`src/hw/rtl/mcspg_pkg.sv`:
```
// Shared types, constants and helpers of the multi-channel servo pulse generator.
// Used by mcspg_frame_timer, mcspg_channel_bank and the top level; no dependencies.
`timescale 1ns / 1ps

package mcspg_pkg;

    // Field widths
    localparam int US_WIDTH      = 15;
    localparam int TICK_WIDTH    = 16;
    localparam int CHAN_WIDTH    = 3;
    localparam int LINE_COUNT    = 8;
    localparam int MASK_WIDTH    = 8;
    // Enough bits for a ticks-per-microsecond factor of up to 16
    localparam int TPU_WIDTH     = 5;
    localparam int PROD_WIDTH    = US_WIDTH + TPU_WIDTH;
    localparam int CFG_IDX_WIDTH = 1;

    localparam logic [TICK_WIDTH-1:0] MAX_TICKS = 16'hffff;

    // Configuration register indexes
    localparam logic [CFG_IDX_WIDTH-1:0] REG_FRAME_PERIOD = 1'd0;
    localparam logic [CFG_IDX_WIDTH-1:0] REG_ENABLE_MASK  = 1'd1;

    localparam logic [US_WIDTH-1:0]   FRAME_PERIOD_RESET = 15'd20000;
    localparam logic [MASK_WIDTH-1:0] ENABLE_MASK_RESET  = 8'd0;

    // Request codes carried on tuser
    localparam logic OP_TICK      = 1'b0;
    localparam logic OP_SET_WIDTH = 1'b1;

    // Work for one request, decoded at the input register
    typedef struct packed {
        logic                  tick_en;
        logic                  wr_en;
        logic [CHAN_WIDTH-1:0] channel;
        logic [US_WIDTH-1:0]   width_us;
    } cmd_t;

    // Frame counter view after the current tick
    typedef struct packed {
        logic [TICK_WIDTH-1:0] count;
        logic                  frame_start;
        logic [US_WIDTH-1:0]   length_us;
    } frame_t;

    // Scale microseconds to ticks, saturate at the counter range
    function automatic logic [TICK_WIDTH-1:0] us_to_ticks(
        input logic [US_WIDTH-1:0]  us,
        input logic [TPU_WIDTH-1:0] tpu
    );
        logic [PROD_WIDTH-1:0] prod;
        prod = PROD_WIDTH'(us) * PROD_WIDTH'(tpu);
        if (prod > PROD_WIDTH'(MAX_TICKS)) begin
            return MAX_TICKS;
        end
        return prod[TICK_WIDTH-1:0];
    endfunction

endpackage

```
`src/hw/rtl/mcspg_frame_timer.sv`:
```
// Frame counter: counts ticks, wraps at the scaled frame period, flags frame start.
// Depends on mcspg_pkg.
`timescale 1ns / 1ps

module mcspg_frame_timer #(
    parameter int TICKS_PER_US = 2
) (
    input  logic                          aclk,
    input  logic                          aresetn,
    input  logic                          tick_en,
    input  logic [mcspg_pkg::US_WIDTH-1:0] frame_period_us,
    output mcspg_pkg::frame_t             frame
);
    import mcspg_pkg::*;

    // Frame length reported when the period is zero or saturated
    localparam logic [US_WIDTH-1:0] ZERO_LEN = US_WIDTH'(1 / TICKS_PER_US);
    localparam logic [US_WIDTH-1:0] SAT_LEN  = US_WIDTH'(int'(MAX_TICKS) / TICKS_PER_US);

    logic [TICK_WIDTH-1:0] tick_count_reg;
    logic [TICK_WIDTH-1:0] tick_count_next;
    logic [TICK_WIDTH-1:0] period_raw;
    logic [TICK_WIDTH-1:0] period_ticks;
    logic [TICK_WIDTH-1:0] count_inc;
    logic                  wrap;
    logic [US_WIDTH-1:0]   length_us;

    // Period in ticks, never below one tick
    always_comb begin
        period_raw   = us_to_ticks(frame_period_us, TPU_WIDTH'(TICKS_PER_US));
        period_ticks = (period_raw == '0) ? TICK_WIDTH'(1) : period_raw;
        if (period_raw == '0) begin
            length_us = ZERO_LEN;
        end else if (period_raw == MAX_TICKS) begin
            length_us = SAT_LEN;
        end else begin
            length_us = frame_period_us;
        end
    end

    // Advance and wrap the counter
    always_comb begin
        count_inc       = tick_count_reg + TICK_WIDTH'(1);
        wrap            = (count_inc >= period_ticks);
        tick_count_next = wrap ? '0 : count_inc;
    end

    always_ff @(posedge aclk) begin
        if (!aresetn) begin
            tick_count_reg <= '0;
        end else if (tick_en) begin
            tick_count_reg <= tick_count_next;
        end
    end

    assign frame.count       = tick_count_next;
    assign frame.frame_start = wrap;
    assign frame.length_us   = wrap ? length_us : '0;

endmodule

```
`src/hw/rtl/mcspg_channel_bank.sv`:
```
// Per-channel pulse width store and parallel width comparators.
// Depends on mcspg_pkg.
`timescale 1ns / 1ps

module mcspg_channel_bank #(
    parameter int NUM_CHANNELS = 8,
    parameter int TICKS_PER_US = 2
) (
    input  logic                            aclk,
    input  logic                            aresetn,
    input  mcspg_pkg::cmd_t                 cmd,
    input  logic                            fire,
    input  mcspg_pkg::frame_t               frame,
    input  logic [mcspg_pkg::MASK_WIDTH-1:0] enable_mask,
    output logic [mcspg_pkg::LINE_COUNT-1:0] lines
);
    import mcspg_pkg::*;

    // Only the first eight channels can be addressed
    localparam int NCH = (NUM_CHANNELS < LINE_COUNT) ? NUM_CHANNELS : LINE_COUNT;

    logic [TICK_WIDTH-1:0] width_ticks;
    logic [LINE_COUNT-1:0] lines_new;
    logic [LINE_COUNT-1:0] line_levels_reg;

    assign width_ticks = us_to_ticks(cmd.width_us, TPU_WIDTH'(TICKS_PER_US));

    for (genvar c = 0; c < LINE_COUNT; c++) begin : g_chan
        if (c < NCH) begin : g_used
            logic [TICK_WIDTH-1:0] width_reg;

            // Store a new width for this channel
            always_ff @(posedge aclk) begin
                if (!aresetn) begin
                    width_reg <= MAX_TICKS;
                end else if (fire && cmd.wr_en && cmd.channel == CHAN_WIDTH'(c)) begin
                    width_reg <= width_ticks;
                end
            end

            // Hold the line high while the channel is enabled and the counter is below the width
            assign lines_new[c] = enable_mask[c] && (frame.count < width_reg);
        end else begin : g_unused
            assign lines_new[c] = 1'b0;
        end
    end

    // Lines change only on ticks
    always_ff @(posedge aclk) begin
        if (!aresetn) begin
            line_levels_reg <= '0;
        end else if (fire && cmd.tick_en) begin
            line_levels_reg <= lines_new;
        end
    end

    assign lines = cmd.tick_en ? lines_new : line_levels_reg;

endmodule

```
`src/hw/rtl/multi_channel_servo_pulse_generator.sv`:
```
// Top level of the multi-channel servo pulse generator: stream ports, config registers,
// input and result registers. Depends on mcspg_pkg, mcspg_frame_timer, mcspg_channel_bank.
`timescale 1ns / 1ps

// Usage
//   Requests arrive on the s_ stream: s_tuser = 0 is one timer tick, s_tuser = 1 sets
//   the pulse width of channel s_tdata[2:0] to s_tdata[17:3] microseconds.
//   Every request gives exactly one result on the m_ stream: the level of each servo
//   line, a frame start flag on m_tuser and, on a frame start, the frame length in us.
//   Throughput: one request per cycle while m_tready stays high; the counter update, the
//   eight width compares and the result all sit between the input register and the
//   result register.
//   The config port (cfg_we, cfg_addr, cfg_wdata) writes the frame period (index 0)
//   or the channel enable mask (index 1); write it only while no request is pending.
//   Reset: period 20000 us, all channels disabled, counter at zero, every stored width
//   at the maximum so an enabled line stays high until a width is written.
//   Stall: while m_tready is low the result holds; one more request is taken into
//   the input register, after which s_tready drops until the result is taken.
module multi_channel_servo_pulse_generator #(
    parameter int NUM_CHANNELS = 8,
    parameter int TICKS_PER_US = 2
) (
    input  logic                                 aclk,
    input  logic                                 aresetn,
    // Request stream
    input  logic                                 s_tvalid,
    output logic                                 s_tready,
    input  logic [23:0]                          s_tdata,  // channel[2:0], width_us[17:3]
    input  logic                                 s_tuser,  // opcode
    // Result stream
    output logic                                 m_tvalid,
    input  logic                                 m_tready,
    output logic [23:0]                          m_tdata,  // pulse_lines[7:0], frame_length_us[22:8]
    output logic                                 m_tuser,  // frame_start
    // Configuration writes
    input  logic                                 cfg_we,
    input  logic [mcspg_pkg::CFG_IDX_WIDTH-1:0]  cfg_addr,
    input  logic [mcspg_pkg::US_WIDTH-1:0]       cfg_wdata
);
    import mcspg_pkg::*;

    logic [US_WIDTH-1:0]   frame_period_us_reg;
    logic [MASK_WIDTH-1:0] enable_mask_reg;

    logic                  in_valid_reg;
    logic                  in_opcode_reg;
    logic [CHAN_WIDTH-1:0] in_channel_reg;
    logic [US_WIDTH-1:0]   in_width_reg;

    logic                  out_valid_reg;
    logic [LINE_COUNT-1:0] out_lines_reg;
    logic                  out_start_reg;
    logic [US_WIDTH-1:0]   out_length_reg;

    logic                  advance;
    logic                  fire;
    cmd_t                  cmd;
    frame_t                frame;
    logic [LINE_COUNT-1:0] lines;

    // Config register writes
    always_ff @(posedge aclk) begin
        if (!aresetn) begin
            frame_period_us_reg <= FRAME_PERIOD_RESET;
            enable_mask_reg     <= ENABLE_MASK_RESET;
        end else if (cfg_we) begin
            unique case (cfg_addr)
                REG_FRAME_PERIOD: frame_period_us_reg <= cfg_wdata;
                REG_ENABLE_MASK:  enable_mask_reg     <= cfg_wdata[MASK_WIDTH-1:0];
                default: ;
            endcase
        end
    end

    // Handshake: the result register frees up when empty or taken
    assign advance  = !out_valid_reg || m_tready;
    assign fire     = in_valid_reg && advance;
    assign s_tready = !in_valid_reg || advance;

    // Input register
    always_ff @(posedge aclk) begin
        if (!aresetn) begin
            in_valid_reg <= 1'b0;
        end else if (s_tready) begin
            in_valid_reg <= s_tvalid;
        end
    end

    always_ff @(posedge aclk) begin
        if (s_tready && s_tvalid) begin
            in_opcode_reg  <= s_tuser;
            in_channel_reg <= s_tdata[CHAN_WIDTH-1:0];
            in_width_reg   <= s_tdata[CHAN_WIDTH +: US_WIDTH];
        end
    end

    // Decode the held request
    always_comb begin
        cmd.tick_en  = (in_opcode_reg == OP_TICK);
        cmd.wr_en    = (in_opcode_reg == OP_SET_WIDTH);
        cmd.channel  = in_channel_reg;
        cmd.width_us = in_width_reg;
    end

    mcspg_frame_timer #(
        .TICKS_PER_US (TICKS_PER_US)
    ) u_frame_timer (
        .aclk            (aclk),
        .aresetn         (aresetn),
        .tick_en         (fire && cmd.tick_en),
        .frame_period_us (frame_period_us_reg),
        .frame           (frame)
    );

    mcspg_channel_bank #(
        .NUM_CHANNELS (NUM_CHANNELS),
        .TICKS_PER_US (TICKS_PER_US)
    ) u_channel_bank (
        .aclk        (aclk),
        .aresetn     (aresetn),
        .cmd         (cmd),
        .fire        (fire),
        .frame       (frame),
        .enable_mask (enable_mask_reg),
        .lines       (lines)
    );

    // Result register
    always_ff @(posedge aclk) begin
        if (!aresetn) begin
            out_valid_reg <= 1'b0;
        end else if (advance) begin
            out_valid_reg <= in_valid_reg;
        end
    end

    always_ff @(posedge aclk) begin
        if (fire) begin
            out_lines_reg  <= lines;
            out_start_reg  <= cmd.tick_en && frame.frame_start;
            out_length_reg <= cmd.tick_en ? frame.length_us : '0;
        end
    end

    assign m_tvalid = out_valid_reg;
    assign m_tuser  = out_start_reg;
    assign m_tdata  = {1'b0, out_length_reg, out_lines_reg};

    // The input side stalls only behind a held result
    a_stall_cause: assert property (@(posedge aclk) disable iff (!aresetn)
        !s_tready |-> (out_valid_reg && !m_tready))
        else $error("input stalled without a held result");

    // A frame length is reported only with a frame start
    a_length_on_start: assert property (@(posedge aclk) disable iff (!aresetn)
        (m_tvalid && !m_tuser) |-> (m_tdata[22:8] == '0))
        else $error("frame length outside a frame start");

    // A disabled channel never drives its line at a frame start
    a_mask_respected: assert property (@(posedge aclk) disable iff (!aresetn)
        (m_tvalid && m_tuser) |-> ((m_tdata[7:0] & ~enable_mask_reg) == '0))
        else $error("disabled channel line driven");

endmodule

```
`config.mk`:
```
export PLATFORM = sky130hd
export DESIGN_NAME = multi_channel_servo_pulse_generator
export DESIGN_NICKNAME = d
export VERILOG_FILES = /design/src/hw/rtl/mcspg_pkg.sv /design/src/hw/rtl/mcspg_frame_timer.sv /design/src/hw/rtl/mcspg_channel_bank.sv /design/src/hw/rtl/multi_channel_servo_pulse_generator.sv
export SDC_FILE = /design/constraint.sdc
export NUM_CORES = 1
export LEC_CHECK = 0
export BUFFER_PORTS_ARGS = -buffer_cell sky130_fd_sc_hd__buf_4
export CELL_PAD_IN_SITES_DETAIL_PLACEMENT = 1
export CELL_PAD_IN_SITES_GLOBAL_PLACEMENT = 1
export CORE_ASPECT_RATIO = 0.6
export CORE_MARGIN = 2
export CORE_UTILIZATION = 43
export DETAILED_ROUTE_END_ITERATION = 6
export PLACE_DENSITY = 0.74
export SLEW_MARGIN = 20
export SYNTH_ARGS = -nofsm -noshare
export SYNTH_HDL_FRONTEND = slang
export SYNTH_SLANG_ARGS = --single-unit
```
`constraint.sdc`:
```
create_clock -name aclk -period 4.68 [get_ports aclk]
set_input_delay 0.702 -clock aclk [delete_from_list [all_inputs] [get_ports aclk]]
set_output_delay 0.702 -clock aclk [all_outputs]
set_load 0.005 [all_outputs]
```
==> flow_summary.ini <==
[setup_path]
worst-path-max-fanout = 8
crit_top_cell = buf_4
cp-endpoint = out_lines_reg[4]
required_ns = 4.96
start_kind = flip-flop
reg2regPathDepth = 22
startpoint = u_frame_timer.tick_count_reg[7]
max_stage_delay_ns = 0.34
worst_path_max_delay_cell = ha_1
reg2reg_to = out_lines_reg[4]
worstReg2RegStart = u_frame_timer.tick_count_reg[7]
cp_data_arrival_time_ns = 4.81
worstSetupPathType = flip-flop to flip-flop
r2r_setup_slack_ns = 0.15
crit_path_end_kind = flip-flop
critical_path.cell_chain = and4_4 -> and4_4 -> nand3_4 -> or2_4 -> xor2_2 -> inv_2 -> ha_4 -> nand4_1 -> buf_4 -> nor2_2 -> o2111ai_2 -> buf_4 -> o21a_4 -> and2_1 -> buf_4 -> ha_1 -> nand4_1 -> nor3_2 -> buf_4 -> a21oi_2 -> a211oi_1 -> o31ai_2

[worst_hold_path]
hold_class = input pin to flip-flop

[clock_tree]
clock-sinks = 220
clk_path_buf_depth = 3
cts_buffers = 24
clock_latency_ns = 0.54
holdBufCountCts = 0
cts_tree = done
cts-root-buf = clkbuf_16
clkSlewWorstSetupHoldPaths_ns = 0.06
htree_levels = 1

[layout]
n_fill_cell = 3206
antenna_cells = 0
largest_reg_flops = 128
finalNetCount = 1667
syn2layout_area_growth_pct = 22.30
layout-drive-gt1-share_pct = 19.51
final_util_pct = 53.23

[routing]
first_iter_violations = 615
routedWlPerCell_um = 21.23
drc = 0
first_pass_iters = 5
avgViaCountPerCell = 5.637
ant_nets = 0
vias = 10540
wirelength_um = 39690

[global_routing]
antenna_found_initial = 0
top_usage_layer = met2
grt_max_degree = 106
gr-usage-met3_pct = 5.080
track_usage_pct = 27.05
grtUsageMet1_pct = 39.38
grt_pass1_vias = 10810
use_met2_pct = 41.68
overflow = 0
grt_pass1_wl_um = 61090

[pwr]
p_leak_nw = 7.172
ir_drop_mv = 0.2271
power_density_nw_per_um2 = 289.0
power_mw = 4.216

[timing]
fmax_ghz = 0.2209
clock_skew_ns = 0.01032
timing.final.ws_setup_ns = 0.1526
finalHoldViolCount = 0
worst_pin_slew_ns = 0.9132
slew_headroom_pct = 38.79
drv_slew = 0
fin_crit_ns = 4.527
setup_violations = 0
rsz0062_at_grt = true
final.period_utilization_pct = 96.74

[synthesis]
synth_cell_type_count = 59
ys_seq_elements = 220
yosysMostFrequentCell = nand2_1
synthCells = 1370
synth_nets = 1553
ys_seq_area_share_pct = 40.54
synth_area_per_cell_um2 = 8.705
synthAdderAreaFrac_pct = 14.37
synth_common_cells = 238 x nand2_1, 177 x dfxtp_1, 153 x inv_1, 137 x ha_1, 131 x o211ai_1
synth.largest_area_cell = dfxtp_1
yosys.area_share.simple_pct = 15.51
ys.flop_type = dfxtp_1
synthTopCellsByArea = dfxtp_1 30%, ha_1 14%, edfxtp_1 11%
synthArstFlopShare_pct = 0
yosysTopAreaCellShare_pct = 29.71
yosysWarnings = 0
synth_compound_area_share_pct = 20.77
synth_area_um2 = 11930
synth_top_family_by_area = compound AO/OA/AOI/OAI gates
synthMuxAreaShare_pct = 0.08393
synth_xor_area_share_pct = 1.028
synth-edff-count = 43

[place]
post-place-ws_ns = -0.6455
dp_hpwl_um = 27040
io_buffers = 65
routabilityCongestion = 0.8319

[outcome]
outcome = finished, final reports clean

[die]
dieArea_um2 = 29130
io-pin-count = 73
initial_utilization_pct = 43.52
die_h_um = 133
num_rows = 47
die_x_um = 219.0
coreArea_um2 = 27400

[run]
cap_violations = 0
-- metal layers --
layer | routed length [um] | share of wire, % | up-vias
li1 | - | - | 5037
met1 | 19390 | 49 | 5206
met2 | 17400 | 44 | 226
met3 | 2116 | 5.3 | 66
met4 | 782 | 2.0 | 0
met5 | 0 | 0 | -
-- through the flow --
stage	hold WS (ns)	cell area [um2]	cells	setup TNS [ns]
after global routing	0.3164	14590	1869	-0.2213
after global placement	0.4518	13150	1798	-3.431
after floorplan	0.4217	11930	1370	0
after detailed placement	0.4605	13160	1798	-6.099
final	0.3325	14590	1869	0
after CTS	0.3188	14230	1854	0
-- layout make-up --
| cell class | count | area (um2) | area share [%] |
|---|---|---|---|
| Tap cell | 367 | 459.2 | 3.148 |
| Sequential cell | 220 | 4843 | 33.20 |
| Clock inverter | 6 | 43.79 | 0.3002 |
| Timing Repair Buffer | 168 | 1334 | 9.144 |
| Clock buffer | 38 | 744.5 | 5.104 |
| Multi-Input combinational cell | 917 | 6588 | 45.16 |
| Inverter | 153 | 574.3 | 3.937 |
-- timing repair --
action                     CTS  global route
buffers inserted            12            15
pin swaps                   12            25
gates resized for setup     44            53
setup endpoints to repair   16            16
-- placed cells by master (no fill, tap or decap), types with 5 or more instances in the layout --
cell type and n:
nand2b_1 14, nor2_4 12, o21ai_1 10, buf_4 159, a211oi_1 7, edfxtp_1 43
nor2b_1 5, o31ai_1 16, xnor2_1 5, a21o_1 21, o211ai_1 131, a21oi_2 13
dfxtp_1 172, nor3_2 5, clkbuf_8 7, a21boi_0 19, ha_1 131, nand4_1 9
nand4b_1 5, clkbuf_1 6, a41oi_1 5, nor2_1 20, clkbuf_16 25, inv_1 152
o21ai_0 30, nand2_1 238, xor2_1 6, a21oi_1 50, nor4_1 10, ha_4 5
nand3_1 21, or2_2 6, o21a_1 25, nor3_1 15, and2_1 13
-- kinds of logic after synthesis --
| kind of cell | count (synthesis) |
|---|---|
| AO/OA/AOI/OAI | 358 |
| flip-flops | 220 |
| other | 1 |
| adder cells (fa/ha/maj) | 137 |
| AND/OR/NAND/NOR | 406 |
| multiplexers | 1 |
| XOR/XNOR | 14 |
| buffers and inverters | 233 |
-- power by group --
group          internal (mW)  switching [mW]
combinational          0.102           0.157
clock                   1.09           0.828
sequential              1.98          0.0570
total                   3.17            1.04
-- critical path, delay by kind of cell (launching register included) --
kind	cells	cell delay [ns]
AND/OR/NAND/NOR	9	1.51
AO/OA/AOI/OAI	5	0.85
buffers and inverters	5	0.80
adder cells (fa/ha/maj)	2	0.61
flip-flops	1	0.33
XOR/XNOR	1	0.16
-- worst min path at each step --
stage / from / endpoint / slack [ns] / depth (start not counted)
6_report: s_tdata[16] / in_width_reg[13] / 0.33 / 1
3_3_place_gp: u_channel_bank.g_chan[6].g_used.width_reg[0] / u_channel_bank.g_chan[6].g_used.width_reg[0] / 0.45 / 2
4_1_cts: s_tdata[16] / in_width_reg[13] / 0.32 / 1
2_1_floorplan: u_channel_bank.g_chan[6].g_used.width_reg[0] / u_channel_bank.g_chan[6].g_used.width_reg[0] / 0.42 / 2
5_1_grt: s_tdata[11] / in_width_reg[8] / 0.32 / 1
3_5_place_dp: u_channel_bank.g_chan[5].g_used.width_reg[0] / u_channel_bank.g_chan[5].g_used.width_reg[0] / 0.46 / 2
(Power assumes the default switching activity.)
